**config.mk**
```make
export PLATFORM = sky130hd
export DESIGN_NAME = uart_receiver_with_fifo
export DESIGN_NICKNAME = d
export VERILOG_FILES = /design/src/rtl/core/uartrx_pkg.sv /design/src/rtl/core/uartrx_ring.sv /design/src/rtl/core/uart_receiver_with_fifo.sv
export VERILOG_INCLUDE_DIRS = /design/src /design/src/rtl/core
export SDC_FILE = /design/constraint.sdc
export NUM_CORES = 1
export LEC_CHECK = 0
export BUFFER_PORTS_ARGS = -buffer_cell sky130_fd_sc_hd__buf_2
export CORE_ASPECT_RATIO = 1.25
export CORE_MARGIN = 3
export CORE_UTILIZATION = 40
export CTS_BUF_LIST = sky130_fd_sc_hd__clkbuf_2
export CTS_CLUSTER_DIAMETER = 100
export CTS_CLUSTER_SIZE = 40
export DETAILED_ROUTE_END_ITERATION = 6
export MAX_ROUTING_LAYER = met4
export PLACE_DENSITY = 0.61
export SYNTH_ARGS = -nofsm -noshare
export SYNTH_HDL_FRONTEND = slang
export SYNTH_SLANG_ARGS = --single-unit
```
**constraint.sdc**
```tcl
create_clock -name clk_i -period 13.1 [get_ports clk_i]
set_input_delay 1.965 -clock clk_i [delete_from_list [all_inputs] [get_ports clk_i]]
set_output_delay 1.965 -clock clk_i [all_outputs]
set_load 0.02 [all_outputs]
```
**src/rtl/core/assert_macros.svh**
```systemverilog
// assertion macros for the uart receiver rtl
`ifndef ASSERT_MACROS_SVH
`define ASSERT_MACROS_SVH

`ifndef SYNTH

`define ASSERT(lbl, prop) \
  lbl: assert property (@(posedge clk_i) disable iff (!rst_ni) (prop)) \
    else $error("assertion failed");

`define ASSERT_NEVER(lbl, prop) \
  `ASSERT(lbl, !(prop))

`else

`define ASSERT(lbl, prop)

`define ASSERT_NEVER(lbl, prop)

`endif

`endif

```
**src/rtl/core/uartrx_pkg.sv**
```systemverilog
// shared types, constants and helpers for the uart receiver
`default_nettype none

package uartrx_pkg;

  localparam int BufferDepth = 64;
  localparam int IdxW        = $clog2(BufferDepth);
  localparam int TickW       = 16;
  localparam int DataW       = 8;
  localparam int BitIdxW     = 4;

  localparam logic [TickW-1:0] BitTicksReset = 16'd104;

  typedef logic [IdxW-1:0]  idx_t;
  typedef logic [DataW-1:0] byte_t;

  typedef enum logic [3:0] {
    PhIdle = 4'b0001,
    PhHalf = 4'b0010,
    PhData = 4'b0100,
    PhStop = 4'b1000
  } phase_e;

  typedef struct packed {
    logic  pop;
    logic  push;
    byte_t wdata;
  } rb_req_t;

  typedef struct packed {
    logic popped;
    logic dropped;
    logic avail;
  } rb_sts_t;

  function automatic idx_t rb_next(idx_t idx);
    idx_t nxt;
    if (idx == idx_t'(BufferDepth - 1)) begin
      nxt = '0;
    end else begin
      nxt = idx + 1'b1;
    end
    return nxt;
  endfunction

endpackage

`default_nettype wire

```
**src/rtl/core/uartrx_ring.sv**
```systemverilog
// receive ring buffer: pop before push, one slot kept free
`default_nettype none
`include "assert_macros.svh"

module uartrx_ring
  import uartrx_pkg::*;
(
  input  wire logic    clk_i,
  input  wire logic    rst_ni,
  input  wire logic    en_i,
  input  wire rb_req_t req_i,
  output rb_sts_t      sts_o,
  output byte_t        rdata_o
);

  byte_t mem [BufferDepth];
  byte_t rdata_q;
  idx_t  rd_q, rd_d;
  idx_t  wr_q, wr_d;
  logic  pop_ok, push_ok;

  always_comb begin
    pop_ok  = req_i.pop && (rd_q != wr_q);
    rd_d    = pop_ok ? rb_next(rd_q) : rd_q;
    push_ok = req_i.push && (rb_next(wr_q) != rd_d);
    wr_d    = push_ok ? rb_next(wr_q) : wr_q;
    sts_o.popped  = pop_ok;
    sts_o.dropped = req_i.push && !push_ok;
    sts_o.avail   = (rd_d != wr_d);
  end

  always_ff @(posedge clk_i or negedge rst_ni) begin
    if (!rst_ni) begin
      rd_q <= '0;
      wr_q <= '0;
    end else if (en_i) begin
      rd_q <= rd_d;
      wr_q <= wr_d;
    end
  end

  // storage with registered read port
  always_ff @(posedge clk_i) begin
    if (en_i && push_ok) begin
      mem[wr_q] <= req_i.wdata;
    end
  end

  always_ff @(posedge clk_i) begin
    if (en_i) begin
      rdata_q <= mem[rd_q];
    end
  end

  assign rdata_o = rdata_q;

  `ASSERT(rb_rd_advance, en_i && sts_o.popped |=> rd_q == rb_next($past(rd_q)))
  `ASSERT(rb_drop_full, en_i && sts_o.dropped |=> rb_next(wr_q) == rd_q)

endmodule

`default_nettype wire

```
**src/rtl/core/uart_receiver_with_fifo.sv**
```systemverilog
// 8n1 serial receiver with receive ring buffer, top level
//
//  channel   direction  handshake                 payload
//  in        sink       in_valid_i / in_stall_o   rx_level_i, read_request_i
//  out       source     out_valid_o / out_stall_i read_data_o, read_valid_o,
//                                                 data_available_o, overflow_seen_o
//  cfg       sink       cfg_valid_i / cfg_ready_o cfg_bit_ticks_i
//
//  one tick per cycle while in_stall_o is low; each tick gives its result in the cycle after the transfer
//  the whole tick is handled between the state registers and the output register,
//  one buffer read and at most one buffer write per tick
//  in_stall_o is high only while a result waits and out_stall_i is high
//  after reset the buffer is empty, bit_ticks is 104 and the line counts as idle high
`default_nettype none
`include "assert_macros.svh"

module uart_receiver_with_fifo
  import uartrx_pkg::*;
(
  input  wire logic             clk_i,
  input  wire logic             rst_ni,
  input  wire logic             in_valid_i,
  output logic                  in_stall_o,
  input  wire logic             rx_level_i,
  input  wire logic             read_request_i,
  output logic                  out_valid_o,
  input  wire logic             out_stall_i,
  output logic [DataW-1:0]      read_data_o,
  output logic                  read_valid_o,
  output logic                  data_available_o,
  output logic                  overflow_seen_o,
  input  wire logic             cfg_valid_i,
  output logic                  cfg_ready_o,
  input  wire logic [TickW-1:0] cfg_bit_ticks_i
);

  logic [TickW-1:0]   bit_ticks_q;
  phase_e             phase_q, phase_d;
  logic [TickW-1:0]   tick_q, tick_d;
  logic [BitIdxW-1:0] bit_index_q, bit_index_d, bit_index_inc;
  byte_t              shift_q, shift_d, shift_in;
  logic               last_q;
  logic               overflow_q, overflow_d;
  logic               out_valid_q, read_valid_q, avail_q;
  logic               accept;
  logic [TickW:0]     count_inc, limit;
  logic               done;
  rb_req_t            rb_req;
  rb_sts_t            rb_sts;
  byte_t              rb_rdata;

  assign accept      = in_valid_i && !in_stall_o;
  assign in_stall_o  = out_valid_q && out_stall_i;
  assign cfg_ready_o = 1'b1;

  always_ff @(posedge clk_i or negedge rst_ni) begin
    if (!rst_ni) begin
      bit_ticks_q <= BitTicksReset;
    end else if (cfg_valid_i && cfg_ready_o) begin
      bit_ticks_q <= cfg_bit_ticks_i;
    end
  end

  // tick counter and frame sequencing
  always_comb begin
    count_inc     = {1'b0, tick_q} + 1'b1;
    limit         = (phase_q == PhHalf) ? {2'b00, bit_ticks_q[TickW-1:1]}
                                        : {1'b0, bit_ticks_q};
    done          = (count_inc >= limit);
    bit_index_inc = bit_index_q + 1'b1;
    shift_in      = {rx_level_i, shift_q[DataW-1:1]};
    phase_d       = phase_q;
    tick_d        = tick_q;
    bit_index_d   = bit_index_q;
    shift_d       = shift_q;
    rb_req.pop    = read_request_i;
    rb_req.push   = 1'b0;
    rb_req.wdata  = shift_in;
    case (phase_q)
      PhIdle: begin
        if (last_q && !rx_level_i) begin
          phase_d = PhHalf;
          tick_d  = '0;
        end
      end
      PhHalf: begin
        if (done) begin
          phase_d     = PhData;
          tick_d      = '0;
          bit_index_d = '0;
          shift_d     = '0;
        end else begin
          tick_d = count_inc[TickW-1:0];
        end
      end
      PhData: begin
        if (done) begin
          tick_d      = '0;
          shift_d     = shift_in;
          bit_index_d = bit_index_inc;
          if (bit_index_inc[BitIdxW-1]) begin
            rb_req.push = 1'b1;
            phase_d     = PhStop;
            bit_index_d = '0;
          end
        end else begin
          tick_d = count_inc[TickW-1:0];
        end
      end
      PhStop: begin
        if (done) begin
          phase_d = PhIdle;
          tick_d  = '0;
        end else begin
          tick_d = count_inc[TickW-1:0];
        end
      end
      default: begin
        phase_d = PhIdle;
        tick_d  = '0;
      end
    endcase
    overflow_d = overflow_q || rb_sts.dropped;
  end

  uartrx_ring u_ring (
    .clk_i   (clk_i),
    .rst_ni  (rst_ni),
    .en_i    (accept),
    .req_i   (rb_req),
    .sts_o   (rb_sts),
    .rdata_o (rb_rdata)
  );

  always_ff @(posedge clk_i or negedge rst_ni) begin
    if (!rst_ni) begin
      phase_q      <= PhIdle;
      tick_q       <= '0;
      bit_index_q  <= '0;
      shift_q      <= '0;
      last_q       <= 1'b1;
      overflow_q   <= 1'b0;
      read_valid_q <= 1'b0;
      avail_q      <= 1'b0;
    end else if (accept) begin
      phase_q      <= phase_d;
      tick_q       <= tick_d;
      bit_index_q  <= bit_index_d;
      shift_q      <= shift_d;
      last_q       <= rx_level_i;
      overflow_q   <= overflow_d;
      read_valid_q <= rb_sts.popped;
      avail_q      <= rb_sts.avail;
    end
  end

  // result register valid
  always_ff @(posedge clk_i or negedge rst_ni) begin
    if (!rst_ni) begin
      out_valid_q <= 1'b0;
    end else if (accept) begin
      out_valid_q <= 1'b1;
    end else if (!out_stall_i) begin
      out_valid_q <= 1'b0;
    end
  end

  assign out_valid_o      = out_valid_q;
  assign read_data_o      = read_valid_q ? rb_rdata : byte_t'(0);
  assign read_valid_o     = read_valid_q;
  assign data_available_o = avail_q;
  assign overflow_seen_o  = overflow_q;

  `ASSERT(ovf_sticky, overflow_q |=> overflow_q)
  `ASSERT(push_only_in_data, rb_req.push |-> phase_q == PhData)
  `ASSERT_NEVER(bit_index_range, bit_index_q > 4'd7)

endmodule

`default_nettype wire

```
==> impl_results.md, run 1 <==
- CP bufs+invs: 0
- Critical path's top delay family: simple AND/OR/NAND/NOR gates
- CTS buffer count: 19
- Largest net degree at the start of global routing: 74
- Final Slew Violations: 0
- Final WL: 55640 um
- First-pass GRT wire length: 83550 um
- Fin crit share: 42.47%
- RSZ-0062 raised after global routing: false
- Cell variety after synth: 73
- Clock root cell: clkbuf_2
- Achievable frequency: 179.7 MHz
- Peak VDD IR: 0.09310 mV
- Cell row count: 100
- Hold-fix buffers, CTS: 0
- Worst-Margin Slew: 1.080 ns
- Fin crit period: 5.564 ns
- Worst Path Arrival: 6.45 ns
- Max Cap Viol: 0
- Power per cell area: 148.5 nW/um^2
- Drt pass-1 iters: 5
- Vias/cell: 5.860
- Tot Pwr: 0.003800 W
- Ports: 37
- Worst path max stage delay: 0.82 ns
- Post-synth ARST share: 10.81%
- Kind of critical path: reg -> reg
- Post-DP HPWL: 35240 um
- Area grow syn2layout: 4.464%
- Average size of a mapped cell: 18.53 sq um
- Port bufs: 35
- Core area: 60060 sq um
- DP Cell Count: 2057
- Synth Register Bits: 583
- Design Area, Final: 25590 sq um
- GP Congestion: 0.8076
- Post-DR wirelength/cell: 26.66 um
- Die area: 64270 sq um
- Post-Synthesis Cells: 1322
- First DRT Iteration DRCs: 1283
- Startpoint types: register
- Post-Layout Cell Count: 2087
- Htree depth: 1
- Via count: 12.23k
- CTS tree: done
- Worst slew margin: 27.23%
- Initial Util: 40.79%
- Die Width: 227.4 um
- Clock Sinks: 583
- Yosys warns: 0
- Vias in the first global route: 12.41k
- CTS Buffer Depth: 3
- Required time worst endpoint: 13.99 ns
- Initial antenna violation count: 1
- Total GRT Usage: 18.05%
- Slowest stage cell, crit path: or4_1
- Clk slew on worst S/H paths: 0.67 ns
- Fin nets: 1356
- Setup violators final: 0
- Layout cells sized above 1: 23.94%
- Synth Net Count: 1365
- CP cell instances: nand3_1 > nor2_1 > nand3_1 > nor2_1 > and3_1 > xor2_1 > ha_1 > nand4_1 > or3_1 > o31ai_1 > a32o_1 > o21ai_0 > a31oi_4 > nand2_2 > or4_1 > nor2_1
- Outcome: finished clean
- Register cell area after layout: 17230 sq um
- Worst-Skew Late Latency: 1.19 ns
- Area of the multi-input gates: 6915 sq um
- Pleak: 8.167 nW
- DRC Markers: 0
- EDFF count, synth: 520
- Final hold viol count: 0
- Max FO, Critical Path: 15
- Cell Area, Synth: 24500 sq um
- Detail Route Antenna Nets: 0
- Post-cts resize count: 0
- Die H: 282.7 um
- Dpl cell area: 25410 sq um
- Most common flop cell mapped by yosys: edfxtp_1
- Post-CTS setup repair buffer count: 0
- Clock Skew: 0.07535 ns
- Gr ovfl total: 0
- Most used cell along the critical path: nor2_1
- FILL cells: 5190
- Hold crit path type: reg -> reg
- CP Capture Type: register
- Sequential share of the synthesized area: 70.20%
- TNS Setup: 0 ns
-- layer usage --
metal  part of all wire, %  GRT usage, %  vias up
met3                   6.1         2.380       51
li1                      -             -     5294
met1                    40         23.36     6465
met2                    51         30.66      419
met5                     0             -        -
met4                   2.2         4.185        0
-- layout make-up --
class                           instances  share of cell area [%]
Clock inverter                          5                  0.2591
Tap cell                              765                   3.740
Antenna cell                            2                 0.01956
Timing Repair Buffer                   48                   1.066
Inverter                                9                  0.1320
Clock buffer                           23                  0.4498
Sequential cell                       583                   67.31
Multi-Input combinational cell        652                   27.02
-- registers in the layout (all words and copies together), names as in the netlist --
register and count:
u_ring.mem 512, bit_ticks_q 16, tick_q 16, u_ring.rdata_o 8
shift_q 7, u_ring.rd_q 6, u_ring.wr_q 6, phase_q 4
bit_index_q 3, data_available_o 1, last_q 1, out_valid_o 1
overflow_seen_o 1, read_valid_o 1
-- final timing paths --
path,start,endpoint,slack [ns],cells past startpoint
min,bit_index_q[2],bit_index_q[2],0.54,1
max in group asynchronous,rst_ni,shift_q[3],11.64,2
min reg2reg,bit_index_q[2],bit_index_q[2],0.54,1
max reg2reg,tick_q[2],u_ring.mem[56][2],7.54,16
max,tick_q[2],u_ring.mem[56][2],7.54,16
min in group asynchronous,rst_ni,u_ring.rd_q[1],0.86,2
-- cell usage after synthesis (all sizes together), types with 6 or more instances --
library cell,count,area (sq um)
edfxtp,520,15610
mux4,160,3603
nor2,88,350.3
nand2,59,224.0
dfrtp,58,1451
buf,52,261.5
o21ai,45,225.2
nand3,34,185.2
mux2,29,330.3
clkbuf,26,97.59
xnor2,26,227.7
mux2i,25,250.2
ha,20,250.2
a21oi,18,90.09
and3,13,83.83
and2,9,56.30
inv,9,33.78
nand4,9,56.30
a22o,8,70.07
a211oi,7,57.55
xor2,7,61.31
nand3b,6,45.04
or3,6,38.79
-- kinds of logic after synthesis --
kind of cell	Yosys count	synth area share (%)
XOR/XNOR	33	1.180
AO/OA/AOI/OAI	122	3.412
flip-flops	583	70.20
AND/OR/NAND/NOR	262	5.495
multiplexers	214	17.08
adder cells (fa/ha/maj)	20	1.021
other	1	0.01531
buffers and inverters	87	1.604
-- power breakdown --
| group | leakage (nW) | switching [W] | internal (W) | total (W) |
|---|---|---|---|---|
| clock | 0.128 | 0.000509 | 0.0000628 | 0.000572 |
| sequential | 5.65 | 0.000115 | 0.00206 | 0.00217 |
| combinational | 2.38 | 0.000533 | 0.000522 | 0.00105 |
| total | 8.17 | 0.00116 | 0.00264 | 0.00380 |
-- stage by stage --
step / setup WS, ns / utilization [%] / hold WS (ns)
floorplan: 8.297 / - / 0.4513
global placement: 7.515 / 42.30 / 0.4632
detailed placement: 7.372 / 42.30 / 0.4669
CTS: 7.558 / 42.61 / 0.5437
global route: 7.175 / 42.61 / 0.5736
finish: 7.536 / 42.61 / 0.5407
-- cells in the final DEF (no fill, tap or decap), types with 4 or more instances in the layout --
cell      instances
nand3b_1          6
buf_4            13
mux2i_1          25
o21ai_0          45
a21oi_1          18
dfrtp_1          48
nand4_1           9
mux4_2          160
clkbuf_2         23
a211oi_1          6
nor2_1           80
or3_1             5
and2_1            9
o21a_1            5
dfrtp_4           7
xnor2_1          26
and3_1           11
or4_1             4
a31oi_1           4
buf_2            35
nand2_1          58
inv_1             8
edfxtp_1        520
nand3_1          31
nor3_1            5
mux2_2           28
nor2_2            8
o211ai_1          4
a22o_1            8
ha_1             20
o31ai_1           5
nand2b_1          5
dfstp_2           5
xor2_1            7
No activity file was read; power rests on OpenSTA's default activity.
==> inputs of run 2 (changes only) <==
- clock period: 13.1 -> 5.8 ns (I/O delays scaled with it)
==> run 2 against run 1 <==
  * Register-to-register slack worse by 7.0 ns
  * Clock-buffer cell count grew 6
  * Routed wire length shrank 2.0%
  * Clock power rose by 130%
  * Core utilization grew 1.3 points
  * Cell area up 3.0%
  * Sequential power rose by 120%
  * Sequential share of layout area decreased by 2.0 points
  * Critical path depth shrank 1
  * Hold slack lost 0.34 ns
  * Largest cell class unchanged
  * Highest routed layer unchanged
==> impl_results.md, run 2 (same netlist as run 1, synthesis figures left out) <==
- Htree depth: 1
- Flip-flop count of the largest register after layout: 512
- Fin crit share: 91.30%
- Biggest regs: u_ring.mem: 512 flops, bit_ticks_q: 16 flops, tick_q: 16 flops
- Commonest cells after routing, fill and taps aside: edfxtp_1, mux4_2, nor2_1
- Via count: 12.44k
- Die area: 64270 sq um
- Clock root cell: clkbuf_2
- Fin crit period: 5.295 ns
- Gr ovfl total: 0
- Worst Path Arrival: 6.19 ns
- CP cell instances: ha_1 > and4_1 > and3_1 > and4_1 > xor2_1 > ha_1 > nand4_1 > or3_1 > o31ai_1 > a32o_1 > o21ai_0 > a31oi_4 > nand2_2 > or4_1 > nor2_1
- Vias in the first global route: 12.40k
- Detail Route Antenna Nets: 0
- Hold crit path type: in -> reg
- Initial antenna violation count: 2
- Ports: 37
- Initial Util: 40.79%
- CTS Buffer Depth: 3
- Power per cell area: 327.7 nW/um^2
- Die H: 282.7 um
- CTS tree: done
- Setup violators final: 0
- Pleak: 8.633 nW
- Post-DP HPWL: 34000 um
- Final hold viol count: 0
- Top reg by flops: u_ring.mem
- First DRT Iteration DRCs: 1256
- Slowest stage cell, crit path: or4_1
- Clk slew on worst S/H paths: 0.67 ns
- Commonest non-fill, non-tap cell in the layout: edfxtp_1
- Worst-Margin Slew: 1.061 ns
- TNS Setup: 0 ns
- Required time worst endpoint: 6.69 ns
- DRC Markers: 0
- Worst-Skew Late Latency: 1.25 ns
- DP Cell Count: 2118
- Max FO, Critical Path: 8
- Total GRT Usage: 17.50%
- First-pass GRT wire length: 81140 um
- Peak VDD IR: 0.2646 mV
- Post-Layout Cell Count: 2184
- Outcome: finished clean
- Fin nets: 1445
- CTS buffer count: 19
- Post-cts resize count: 0
- Final Slew Violations: 0
- Startpoint types: register
- GP Congestion: 0.8238
- Max Cap Viol: 0
- Largest net degree at the start of global routing: 100
- Area grow syn2layout: 7.619%
- Port bufs: 35
- Die Width: 227.4 um
- Post-CTS setup repair buffer count: 0
- Vias/cell: 5.694
- Drt pass-1 iters: 5
- Clock Sinks: 583
- Achievable frequency: 188.9 MHz
- Worst slew margin: 28.51%
- Worst path max stage delay: 0.69 ns
- RSZ-0062 raised after global routing: false
- Core area: 60060 sq um
- Final WL: 54530 um
- Tot Pwr: 0.008641 W
- CP bufs+invs: 0
- Critical path's top delay family: simple AND/OR/NAND/NOR gates
- Kind of critical path: reg -> reg
- Cell row count: 100
- Layout cells sized above 1: 27.02%
- Clock Skew: 0.2046 ns
- Post-DR wirelength/cell: 24.97 um
- CP Capture Type: register
==> run 2: timing repair <==
item	4_1_cts	5_1_grt
setup endpoints to repair	0	0
endpoints found under the hold margin	75	0
hold buffers	28	0
==> run 2: layout make-up <==
cell class	count	area [sq um]
well taps	765	957.2
clock inverters	4	63.81
flip-flops and latches	583	17220
fillers	5158	33690
diodes	5	12.51
multi-input cells	652	6915
repair buffers	137	1023
inverters	9	33.78
clock buffers	29	145.1
==> run 2: metal layers <==
| metal | part of all wire (%) | wire [um] | global-route usage [%] |
|---|---|---|---|
| met1 | 41 | 22570 | 22.64 |
| met4 | 2.5 | 1347 | 4.298 |
| met5 | 0 | 0 | - |
| met2 | 52 | 28170 | 29.92 |
| met3 | 4.5 | 2439 | 1.924 |
==> run 2: final timing paths <==
| kind | start | end | slack [ns] | depth (start not counted) |
|---|---|---|---|---|
| worst max-delay path | tick_q[0] | u_ring.mem[38][1] | 0.50 | 15 |
| worst min-delay path | read_request_i | u_ring.rd_q[1] | 0.20 | 5 |
| worst max register to register | tick_q[0] | u_ring.mem[38][1] | 0.50 | 15 |
| worst min register to register | bit_index_q[2] | bit_index_q[2] | 0.52 | 1 |
| max in group asynchronous | rst_ni | tick_q[14] | 4.83 | 3 |
| min in group asynchronous | rst_ni | bit_ticks_q[13] | 0.27 | 3 |
==> run 2: worst register-to-register path, stage by stage (launching register included) <==
cell     delay [ns]
dfrtp_1        0.57
ha_1           0.28
and4_1         0.25
and3_1         0.22
and4_1         0.34
xor2_1         0.11
ha_1           0.32
nand4_1        0.11
or3_1          0.42
o31ai_1        0.21
a32o_1         0.22
o21ai_0        0.20
a31oi_4        0.27
nand2_2        0.13
or4_1          0.69
nor2_1         0.65
==> run 2: report_power, final <==
part,switching (W),internal [W]
clock,0.00116,0.000154
combinational,0.00135,0.00120
sequential,0.000125,0.00465
==> run 2: per-stage QoR <==
| step | utilization (%) | hold slack [ns] | setup WS (ns) | instance area (sq um) |
|---|---|---|---|---|
| detailed placement | 43.07 | 0.4594 | 0.5942 | 25860 |
| global route | 43.90 | 0.1105 | 0.1281 | 26370 |
| CTS | 43.88 | 0.04262 | 0.4565 | 26350 |
| floorplan | - | 0.4513 | 1.117 | 24500 |
| finish | 43.90 | 0.1957 | 0.5048 | 26370 |
| global placement | 43.07 | 0.4576 | 0.7653 | 25860 |
==> inputs of run 3 (changes only) <==
--- a/config.mk
+++ b/config.mk
@@ -18,2 +18,3 @@
 export PLACE_DENSITY = 0.61
+export REMOVE_ABC_BUFFERS = 1
 export SYNTH_ARGS = -nofsm -noshare
--- a/constraint.sdc
+++ b/constraint.sdc
@@ -3,2 +3,2 @@
 set_output_delay 0.87 -clock clk_i [all_outputs]
-set_load 0.02 [all_outputs]
+set_load 0.1 [all_outputs]
==> run 3 against run 2 <==
  * Via count decreased by 0.65%
  * Sequential power increased by 0.8%
  * Maximum frequency increased by 0.16%
  * Core utilization decreased by 0.21 points
  * Worst setup slack improved by 0.0085 ns
  * Highest routed layer unchanged
==> impl_results.md, run 3 (same netlist as run 1, synthesis figures left out) <==
- Max FO, Critical Path: 15
- Largest net degree at the start of global routing: 67
- Max Cap Viol: 0
- Sw frac: 31.56%
- Clock root cell: clkbuf_2
- Worst Path Arrival: 6.31 ns
- Startpoint types: register
- Biggest regs: u_ring.mem: 512 flops, bit_ticks_q: 16 flops, tick_q: 16 flops
- First-pass GRT wire length: 81530 um
- Post-CTS setup repair buffer count: 0
- Die H: 282.7 um
- Total GRT Usage: 17.43%
- CTS buffer count: 19
- DRC Markers: 0
- Port bufs: 35
- Post-DR wirelength/cell: 24.86 um
- Top reg by flops: u_ring.mem
- Kind of critical path: reg -> reg
- Die Width: 227.4 um
- Post-cts resize count: 0
- CTS Buffer Depth: 3
- Worst-Margin Slew: 1.016 ns
- Ports: 37
- Fin crit share: 91.15%
- Commonest cells after routing, fill and taps aside: edfxtp_1, mux4_2, nor2_1
- CTS tree: done
- Drt pass-1 iters: 5
- Final WL: 53930 um
- Outcome: finished clean
- Clock Sinks: 583
- Layout cells sized above 1: 26.80%
- Worst-Skew Late Latency: 1.21 ns
- Post-DP HPWL: 34530 um
- Dpl cell area: 25800 sq um
- Initial antenna violation count: 1
- Via count: 12.35k
- Initial Util: 40.79%
- Fin nets: 1433
- Met3 global-route usage: 1.314%
- Combinational share of power: 30.2%
- Achievable frequency: 189.2 MHz
- Design Area, Final: 26240 sq um
- Clk slew on worst S/H paths: 0.66 ns
- Setup violators final: 0
- Sequential Power Share: 54.8%
- Flip-flop count of the largest register after layout: 512
- Met1 usage: 22.78%
- Hold crit path type: in -> reg
- GP Congestion: 0.8870
- Power per cell area: 334.6 nW/um^2
- GRT met2 Usage: 29.96%
- Required time worst endpoint: 6.82 ns
- Core area: 60060 sq um
- Clock Power Share: 15.0%
- FILL cells: 5150
- Vias/cell: 5.696
- Cell row count: 100
- Fin crit period: 5.287 ns
- Commonest non-fill, non-tap cell in the layout: edfxtp_1
- Detail Route Antenna Nets: 0
- RSZ-0062 raised after global routing: false
- Tot Pwr: 0.008782 W
- Htree depth: 1
- CP Capture Type: register
- Die area: 64270 sq um
- Hold-fix buffers, CTS: 23
- Worst slew margin: 31.56%
- First DRT Iteration DRCs: 1272
- Gr busiest metal: met2
- Final hold viol count: 0
- Net Switching: 0.002771 W
- Internal power: 0.006010 W
- Peak VDD IR: 0.1603 mV
- Area grow syn2layout: 7.109%
- Pleak: 8.579 nW
- Clock Skew: 0.1182 ns
- Gr ovfl total: 0
- Vias in the first global route: 12.41k
- Final Slew Violations: 0
[run 3: worst paths after layout]
check                               start               end  slack (ns)  cells past startpoint
max reg2reg                     tick_q[0]  u_ring.mem[0][0]        0.51                     16
min in group asynchronous          rst_ni      read_valid_o        0.26                      3
max in group asynchronous          rst_ni        shift_q[5]        4.88                      3
max                             tick_q[0]  u_ring.mem[0][0]        0.51                     16
min                           cfg_valid_i    bit_ticks_q[6]        0.14                      2
min reg2reg                bit_index_q[2]    bit_index_q[2]        0.51                      1
[run 3: area by class of cell]
type,instances,area [sq um],share of cell area [%]
clock buffer,29,145.1,0.5531
tap,765,957.2,3.648
clock inverter,5,63.81,0.2432
inverter,9,33.78,0.1287
multi-input combinational,652,6915,26.35
sequential,583,17220,65.60
timing repair buffer,125,908.4,3.462
antenna,1,2.502,0.009536
[run 3: routing by layer]
metal / part of all wire [%] / up-vias
met5: 0 / -
met4: 2.3 / 0
met3: 3.5 / 43
met2: 52 / 272
met1: 42 / 6601
li1: - / 5438
[run 3: worst max-delay path: stages, from the launching register on]
cell,delay (ns)
dfrtp_1,0.58
ha_1,0.29
and4_1,0.25
and3_1,0.22
and4_1,0.25
xor2_1,0.16
ha_1,0.32
nand4_1,0.10
or3_1,0.40
o31ai_1,0.21
a32o_1,0.25
o21ai_0,0.23
a31oi_4,0.28
nand2_2,0.20
or4_1,0.85
nor2_1,0.35
buf_4,0.20
[run 3: power groups by stage]
stage / Sequential [W] / Combinational (W) / Clock (W)
floorplan: 0.00511 / 0.00183 / 0
finish: 0.00481 / 0.00266 / 0.00132
CTS: 0.00481 / 0.00270 / 0.00138
detailed placement: 0.00489 / 0.00268 / 0
global placement: 0.00488 / 0.00267 / 0
global route: 0.00483 / 0.00282 / 0.00153
[run 3: through the flow]
stage          std cells  hold slack [ns]  util [%]  setup slack (ns)  setup TNS, ns
2_1_floorplan       1244           0.4513         -            -2.688       -1326.94
3_3_place_gp        2111           0.4664     42.96            0.6369              0
3_5_place_dp        2111           0.4660     42.96            0.5229              0
4_1_cts             2168         0.007778     43.69            0.5281              0
5_1_grt             2169          0.04897     43.69            0.1233              0
6_report            2169           0.1385     43.69            0.5133              0
